**src/sv/jsu_pkg.sv**
```systemverilog
// Types, codes and helper functions for the JSON string unescaper.
// No dependencies.
package jsu_pkg;

    localparam logic [1:0] MODE_IDLE = 2'd0;
    localparam logic [1:0] MODE_BODY = 2'd1;
    localparam logic [1:0] MODE_ESC  = 2'd2;
    localparam logic [1:0] MODE_HEX  = 2'd3;

    localparam logic [1:0] KIND_BYTE = 2'd0;
    localparam logic [1:0] KIND_DONE = 2'd1;
    localparam logic [1:0] KIND_ERR  = 2'd2;

    localparam logic [1:0] HEX_LAST = 2'd3;

    localparam logic [7:0] CH_QUOTE  = 8'h22;
    localparam logic [7:0] CH_BSLASH = 8'h5C;
    localparam logic [7:0] CH_N      = 8'h6E;
    localparam logic [7:0] CH_R      = 8'h72;
    localparam logic [7:0] CH_T      = 8'h74;
    localparam logic [7:0] CH_B      = 8'h62;
    localparam logic [7:0] CH_F      = 8'h66;
    localparam logic [7:0] CH_U      = 8'h75;

    localparam logic [15:0] UTF8_LIM1 = 16'h0080;
    localparam logic [15:0] UTF8_LIM2 = 16'h0800;
    localparam logic [7:0]  UTF8_LEAD2 = 8'hC0;
    localparam logic [7:0]  UTF8_LEAD3 = 8'hE0;
    localparam logic [7:0]  UTF8_CONT  = 8'h80;

    typedef struct packed {
        logic [7:0] in_byte;
        logic       end_of_text;
    } in_t;

    typedef struct packed {
        logic [7:0] out_byte;
        logic [1:0] kind;
        logic       last;
    } out_t;

    // Results of one request: count, kind of the first, up to three bytes.
    typedef struct packed {
        logic [1:0] cnt;
        logic [1:0] kind;
        logic [7:0] b0;
        logic [7:0] b1;
        logic [7:0] b2;
    } group_t;

    // {valid, value}
    function automatic logic [4:0] hex_digit(input logic [7:0] c);
        logic [4:0] r;
        r = 5'd0;
        if (c inside {[8'h30:8'h39]}) begin
            r = {1'b1, c[3:0]};
        end else if (c inside {[8'h61:8'h66], [8'h41:8'h46]}) begin
            r = {1'b1, c[3:0] + 4'd9};
        end
        return r;
    endfunction

endpackage

```
**src/sv/jsu_decode.sv**
```systemverilog
// Literal state and per-request decode into a group of up to three results.
// Depends on jsu_pkg.
module jsu_decode import jsu_pkg::*; (
    input  logic   aclk,
    input  logic   aresetn,
    input  in_t    item,
    input  logic   load,
    output group_t group
);

    logic [1:0]  mode_reg, mode_next;
    logic [1:0]  hex_reg, hex_next;
    logic [15:0] cp_reg, cp_next;
    logic [4:0]  hv;
    logic [15:0] cp_new;
    logic [7:0]  c;

    always_comb begin
        c      = item.in_byte;
        hv     = hex_digit(c);
        cp_new = {cp_reg[11:0], hv[3:0]};
        mode_next = mode_reg;
        hex_next  = hex_reg;
        cp_next   = cp_reg;
        group      = '0;
        group.kind = KIND_BYTE;
        if (item.end_of_text) begin
            mode_next  = MODE_IDLE;
            hex_next   = 2'd0;
            cp_next    = 16'd0;
            group.cnt  = 2'd1;
            group.kind = KIND_ERR;
        end else begin
            case (mode_reg)
                MODE_IDLE: begin
                    if (c != CH_QUOTE) begin
                        hex_next   = 2'd0;
                        cp_next    = 16'd0;
                        group.cnt  = 2'd1;
                        group.kind = KIND_ERR;
                    end else begin
                        mode_next = MODE_BODY;
                    end
                end
                MODE_BODY: begin
                    if (c == CH_QUOTE) begin
                        mode_next  = MODE_IDLE;
                        group.cnt  = 2'd1;
                        group.kind = KIND_DONE;
                    end else if (c == CH_BSLASH) begin
                        mode_next = MODE_ESC;
                    end else begin
                        group.cnt = 2'd1;
                        group.b0  = c;
                    end
                end
                MODE_ESC: begin
                    if (c == CH_U) begin
                        mode_next = MODE_HEX;
                        hex_next  = 2'd0;
                        cp_next   = 16'd0;
                    end else begin
                        mode_next = MODE_BODY;
                        group.cnt = 2'd1;
                        case (c)
                            CH_N:    group.b0 = 8'h0A;
                            CH_R:    group.b0 = 8'h0D;
                            CH_T:    group.b0 = 8'h09;
                            CH_B:    group.b0 = 8'h08;
                            CH_F:    group.b0 = 8'h0C;
                            default: group.b0 = c;
                        endcase
                    end
                end
                default: begin
                    if (!hv[4]) begin
                        mode_next  = MODE_IDLE;
                        hex_next   = 2'd0;
                        cp_next    = 16'd0;
                        group.cnt  = 2'd1;
                        group.kind = KIND_ERR;
                    end else if (hex_reg != HEX_LAST) begin
                        cp_next  = cp_new;
                        hex_next = hex_reg + 2'd1;
                    end else begin
                        mode_next = MODE_BODY;
                        hex_next  = 2'd0;
                        cp_next   = 16'd0;
                        if (cp_new < UTF8_LIM1) begin
                            group.cnt = 2'd1;
                            group.b0  = cp_new[7:0];
                        end else if (cp_new < UTF8_LIM2) begin
                            group.cnt = 2'd2;
                            group.b0  = UTF8_LEAD2 | {3'd0, cp_new[10:6]};
                            group.b1  = UTF8_CONT | {2'd0, cp_new[5:0]};
                        end else begin
                            group.cnt = 2'd3;
                            group.b0  = UTF8_LEAD3 | {4'd0, cp_new[15:12]};
                            group.b1  = UTF8_CONT | {2'd0, cp_new[11:6]};
                            group.b2  = UTF8_CONT | {2'd0, cp_new[5:0]};
                        end
                    end
                end
            endcase
        end
    end

    always_ff @(posedge aclk) begin
        if (!aresetn) begin
            mode_reg <= MODE_IDLE;
            hex_reg  <= 2'd0;
            cp_reg   <= 16'd0;
        end else if (load) begin
            mode_reg <= mode_next;
            hex_reg  <= hex_next;
            cp_reg   <= cp_next;
        end
    end

endmodule

```
**src/sv/jsu_emit.sv**
```systemverilog
// Result register: holds a decoded group, hands out one result a cycle while m_ready.
// Depends on jsu_pkg.
module jsu_emit import jsu_pkg::*; (
    input  logic   aclk,
    input  logic   aresetn,
    input  logic   load,
    input  group_t group,
    output logic   free,
    output logic   m_valid,
    input  logic   m_ready,
    output out_t   m_data
);

    logic [1:0] cnt_reg, cnt_next;
    logic [1:0] idx_reg, idx_next;
    logic [1:0] kind_reg;
    logic [7:0] b0_reg, b1_reg, b2_reg;
    logic       take;

    assign m_valid = cnt_reg != 2'd0;
    assign take    = m_valid && m_ready;
    assign free    = (cnt_reg == 2'd0) || (cnt_reg == 2'd1 && m_ready);

    always_comb begin
        case (idx_reg)
            2'd0:    m_data.out_byte = b0_reg;
            2'd1:    m_data.out_byte = b1_reg;
            default: m_data.out_byte = b2_reg;
        endcase
        m_data.kind = (idx_reg == 2'd0) ? kind_reg : KIND_BYTE;
        m_data.last = cnt_reg == 2'd1;
    end

    always_comb begin
        cnt_next = cnt_reg;
        idx_next = idx_reg;
        if (load) begin
            cnt_next = group.cnt;
            idx_next = 2'd0;
        end else if (take) begin
            cnt_next = cnt_reg - 2'd1;
            idx_next = idx_reg + 2'd1;
        end
    end

    always_ff @(posedge aclk) begin
        if (!aresetn) begin
            cnt_reg <= 2'd0;
            idx_reg <= 2'd0;
        end else begin
            cnt_reg <= cnt_next;
            idx_reg <= idx_next;
        end
    end

    always_ff @(posedge aclk) begin
        if (load) begin
            kind_reg <= group.kind;
            b0_reg   <= group.b0;
            b1_reg   <= group.b1;
            b2_reg   <= group.b2;
        end
    end

endmodule

```
**src/sv/json_string_unescaper_top.sv**
```systemverilog
// Channel   Dir  Handshake          Payload
// s_        in   s_valid/s_ready    in_t  (in_byte, end_of_text)
// m_        out  m_valid/m_ready    out_t (out_byte, kind, last)
// One request per cycle while the result register is free; a request with N
// results holds the result register until all N are taken (N up to 3, three-byte UTF-8).
// A request passes through the input register, then the result register, to m_data.
// Reset is synchronous on aresetn and returns the literal decoder to idle.
// A stalled m_ready backs up through the input register to s_ready.
// Top level of the JSON string unescaper; depends on jsu_pkg, jsu_decode, jsu_emit.
module json_string_unescaper_top import jsu_pkg::*; (
    input  logic aclk,
    input  logic aresetn,
    input  logic s_valid,
    output logic s_ready,
    input  in_t  s_data,
    output logic m_valid,
    input  logic m_ready,
    output out_t m_data
);

    logic   in_valid_reg, in_valid_next;
    in_t    in_data_reg;
    logic   free;
    logic   load;
    group_t group;

    assign load    = in_valid_reg && free;
    assign s_ready = !in_valid_reg || free;

    always_comb begin
        in_valid_next = in_valid_reg;
        if (s_valid && s_ready) begin
            in_valid_next = 1'b1;
        end else if (load) begin
            in_valid_next = 1'b0;
        end
    end

    always_ff @(posedge aclk) begin
        if (!aresetn) begin
            in_valid_reg <= 1'b0;
        end else begin
            in_valid_reg <= in_valid_next;
        end
    end

    always_ff @(posedge aclk) begin
        if (s_valid && s_ready) begin
            in_data_reg <= s_data;
        end
    end

    jsu_decode u_decode (
        .aclk    (aclk),
        .aresetn (aresetn),
        .item    (in_data_reg),
        .load    (load),
        .group   (group)
    );

    jsu_emit u_emit (
        .aclk    (aclk),
        .aresetn (aresetn),
        .load    (load),
        .group   (group),
        .free    (free),
        .m_valid (m_valid),
        .m_ready (m_ready),
        .m_data  (m_data)
    );

endmodule

```
**config.mk**
```make
export PLATFORM = sky130hd
export DESIGN_NAME = json_string_unescaper_top
export DESIGN_NICKNAME = d
export VERILOG_FILES = /design/src/sv/jsu_pkg.sv /design/src/sv/jsu_decode.sv /design/src/sv/jsu_emit.sv /design/src/sv/json_string_unescaper_top.sv
export SDC_FILE = /design/constraint.sdc
export NUM_CORES = 1
export LEC_CHECK = 0
export BUFFER_PORTS_ARGS = -buffer_cell sky130_fd_sc_hd__buf_2
export CORE_UTILIZATION = 60
export CTS_BUF_LIST = sky130_fd_sc_hd__clkbuf_4
export DETAILED_ROUTE_END_ITERATION = 16
export PLACE_DENSITY = 0.86
export SLEW_MARGIN = 20
export SYNTH_ARGS = -nofsm -noshare
export SYNTH_HDL_FRONTEND = slang
export SYNTH_HIERARCHICAL = 1
export SYNTH_SLANG_ARGS = --single-unit
```
**constraint.sdc**
```tcl
create_clock -name aclk -period 3 [get_ports aclk]
set_clock_uncertainty 0.05 [all_clocks]
set_input_delay 0.15 -clock aclk [delete_from_list [all_inputs] [get_ports aclk]]
set_output_delay 0.15 -clock aclk [all_outputs]
set_load 0.01 [all_outputs]
```
* Word-level counts from Yosys, hierarchy flattened
Cells that the tools add are included.
** Storage, ports and cells
- Logic and storage cells :: 121
- Register bits after elaboration :: 56
- Output and inout port bits :: 13
- Input bits :: 13
** Operators by class
- Add/subtract/negate cells :: 4
- Magnitude comparators :: 8
- Equal/unequal tests :: 20
- Bitwise logic cells :: 2
- Reduce and logical (&&, ||, !) cells :: 22
- Muxes and demuxes :: 52
** Operators by type and width (count)
- 12-bit 2-to-1 mux :: 5
- 8-bit by 7-bit equality test with 1-bit output (second input constant) :: 7
- 24-bit 2-to-1 mux :: 2
- 2-bit 2-to-1 mux :: 20
- 8-bit 2-to-1 mux :: 5
- 8-bit one-hot mux with 5 select lines :: 1
- 12-bit one-hot mux with 3 select lines :: 1
- 2-bit one-hot mux with 3 select lines :: 4
- 8-bit one-hot mux with 3 select lines :: 1
- 8-bit by 7-bit greater-or-equal comparator with 1-bit output (second input constant) :: 2
- 8-bit by 7-bit <= comparator with 1-bit output (second input constant) :: 2
- 16-bit by 12-bit < comparator with 1-bit output (second input constant) :: 1
- 16-bit by 8-bit < comparator with 1-bit output (second input constant) :: 1
- 16-bit 2-to-1 mux :: 1
- 8-bit one-hot mux with 2 select lines :: 1
- 14-bit 2-to-1 mux :: 1
- 5-bit 2-to-1 mux :: 2
- 8-bit by 6-bit equality test with 1-bit output (second input constant) :: 1
- 8-bit by 6-bit greater-or-equal comparator with 1-bit output (second input constant) :: 1
- 8-bit by 6-bit <= comparator with 1-bit output (second input constant) :: 1
- 8-bit by 6-bit != test with 1-bit output (second input constant) :: 1
- 4-bit AND reduction :: 2
- 2-bit nonzero test :: 4
- 8-bit OR reduction :: 1
- 20 further kinds :: 40

* Longest topological paths before layout
- Depth in word-level cells :: 13
- Mapped depth :: 9

* Cells and area by module
The synthesis kept the hierarchy.
** Modules (own cells, without submodules)
- jsu_decode :: area an instance 1696.6 um2, seq. area each 320.3 um2, cells each 224, instances 1
- jsu_emit :: area an instance 1178.6 um2, seq. area each 860.8 um2, cells each 84, instances 1
- json_string_unescaper_top :: area an instance 335.3 um2, seq. area each 290.3 um2, cells each 15, instances 1

* Worst setup path after synthesis
OpenSTA, ideal clock, no wires.
- Path kind :: register to register
- Start :: reg in_data_reg[1] (netlist bit)
- End :: reg u_emit.cnt_reg[1]
- Data required time :: 2874 ps
- Slack :: 674 ps
- Cell stages (with the launch flop) :: 10
- Library setup time :: 76 ps
- Arrival :: 2200 ps
- Cell sequence :: edfxtp_1 -> inv_1 -> ha_1 -> nor3b_1 -> or3_4 -> a211o_1 -> nor2_1 -> buf_4 -> nand2_1 -> a21boi_0
** RTL lines
- from (decl) :: line json_string_unescaper_top.sv:22 : in_t in_data_reg;
- from (signal assigned) :: line json_string_unescaper_top.sv:49 : in_data_reg <= s_data;
- to (signal assigned) :: line jsu_emit.sv:51 : cnt_reg <= cnt_next;
- to (decl) :: line jsu_emit.sv:14 : logic [1:0] cnt_reg, cnt_next;

==> reports/summary.txt <==
Synthesis Warnings -> 6
CTS tree -> yes
I/O pin cnt -> 26
Pin count of the biggest net entering global routing -> 34
Initial antenna violation count -> 0
Routed wl met2 -> 3560 um
Row count -> 26
Sequential share of the synthesized area -> 0.458
Met3 WL post-DR -> 406 um
Final setup violation count -> 0
Total wire length -> 7290 um
Mapped Cells -> 323
Cts bufs inserted -> 5
WL/cell -> 17.3 um
Worst-Margin Slew -> 0.658 ns
Period utilization -> 0.906
Number of global-route vias before repair -> 2,291
Critical Path RT -> 3.23 ns
Most common cell after layout, fill and taps aside -> nand2_1
Pins Over Slew Limit -> 0
Post-cts resize count -> 0
Fin. Hold Viols -> 0
Fmax -> 368 MHz
Peak supply drop -> 263 uV
Crit-path max FO -> 8
DR pass1 iterations -> 5
Die width -> 75.2 um
Clock sink count -> 56
Most frequent cells in the layout -> 39 x nand2_1, 35 x edfxtp_1, 25 x buf_2
Top FF cell, synth -> edfxtp_1
Final Non-Filler Cells -> 422
Asr flop ratio synth -> 0
Slew margin rel. -> 0.558
Area grow syn2layout -> 10.2%
Pwr per Cell Area -> 444 nW/um^2
Setup TNS -> 0 ns
H-Tree Depth -> 2
DP Area -> 3370 sq um
DRC viols -> 0
Initial core utilization -> 0.625
Syn_area_per_cell -> 9.94 sq um
#FFs+latches synth -> 56
Largest register FFs -> 12
Worst-Skew Late Latency -> 0.38 ns
Crit start category -> flop
Crit Path Category -> reg2reg
CTS Buffer Depth -> 2
EDFF count, synth -> 35
Die height -> 75.2 um
Synthesized area -> 3210 sq um
Core Area -> 5140 sq um
Max-capacitance violation count -> 0
Die Area -> 5650 sq um
Synth unique cells -> 68
Total placed cells including tap cells -> 404
Placer's final routability congestion estimate -> 0.952
Layout cell share with drive strength beyond 1 -> 0.182
Via density -> 6.27
Antenna-violating nets left -> 0
Routed vias -> 2,647
First-pass GRT wire length -> 11,500 um
GRT Overall Usage -> 0.276
Clock slew at reported path FFs -> 0.18 ns
Status -> completed
Post-DP HPWL -> 5210 um
Worst hold-check path type -> in2reg
Top Layer Used -> met4
Initial DRC Count -> 258
WP data arrival -> 2.95 ns
RSZ-0062 raised after global routing -> no
I/O Buffers -> 25
ANT cells -> 0
Clock tree root driver cell -> clkbuf_4
Min Tclk post-route -> 2.72 ns
Pleak -> 1.30 nW
Layout net count -> 373
Total grt overflow -> 0
Worst Setup End Kind -> flop
Met1 wire length -> 3250 um
Final design instance area without fill -> 3540 sq um
==> routing by layer <==
layer,global-route usage,vias up
met4,0.0658,0
met1,0.387,1269
met5,0,-
met2,0.456,101
met3,0.0361,8
li1,-,1269
==> layout make-up <==
type / count / area, sq um
timing repair buffer: 42 / 278
fill: 413 / 1600
sequential: 56 / 1470
clock inverter: 3 / 27.5
multi-input combinational: 228 / 1570
tap: 70 / 87.6
inverter: 18 / 67.6
clock buffer: 5 / 37.5
==> synth_stat cells, drive strengths merged (7+ instances only) <==
cell	n	area share
nor2	13	0.017
nor3	12	0.020
and2	7	0.015
clkbuf	15	0.018
edfxtp	35	0.33
buf	7	0.015
a211oi	8	0.019
inv	18	0.021
a22oi	8	0.019
nand2	39	0.046
o21ai	10	0.016
dfxtp	21	0.13
ha	9	0.035
a21oi	12	0.019
a22o	16	0.048
nand2b	7	0.016
==> stage by stage <==
stage	setup slack [ns]	util	hold WS, ns	total power [mW]
3_5_place_dp	0.400	0.657	0.279	1.23
2_1_floorplan	0.674	-	0.199	1.13
5_1_grt	0.125	0.689	0.0467	1.66
4_1_cts	0.318	0.689	0.0341	1.58
3_3_place_gp	0.461	0.657	0.277	1.22
6_report	0.281	0.689	0.0440	1.57
==> worst paths after layout <==
path	start	to	slack [ns]	cells after the start
max	in_data_reg[1]$_DFFE_PP_	u_emit/cnt_reg[0]$_SDFFE_PN0P_	0.28	9
min reg2reg	u_decode/hex_reg[1]$_SDFFE_PN0P_	u_decode/hex_reg[1]$_SDFFE_PN0P_	0.44	2
min	aresetn	u_decode/mode_reg[0]$_SDFFE_PN0P_	0.04	3
max reg2reg	in_data_reg[1]$_DFFE_PP_	u_emit/cnt_reg[0]$_SDFFE_PN0P_	0.28	9
==> cells by family after synthesis <==
| group | share of synthesized area |
|---|---|
| AOI/OAI and AO/OA | 0.229 |
| xor gates and xnor gates | 0.00819 |
| adders and majority gates | 0.0351 |
| buffers and inverters | 0.0538 |
| DFF | 0.458 |
| muxes | 0.0129 |
| other | 0.00117 |
| and+or+nand+nor | 0.202 |
==> power by group <==
group	internal (mW)	switching, mW
sequential	0.871	0.0327
clock	0.0992	0.252
combinational	0.131	0.187
==> critical path: stages, from the launching register on <==
cell and delay [ns]:
edfxtp_1 0.56, inv_1 0.16, ha_1 0.29, nor3b_1 0.17, or3_4 0.45, a31oi_1 0.25, o21ai_0 0.15, a211o_1 0.28
o21ai_0 0.19, a21oi_1 0.06
==> timing repair <==
action	4_1_cts	5_1_grt
hold buffers	10	0
hold endpoints to repair	10	0
buffers inserted	0	0
endpoints found under the setup margin	0	0
No activity file was read; power rests on OpenSTA's default activity.
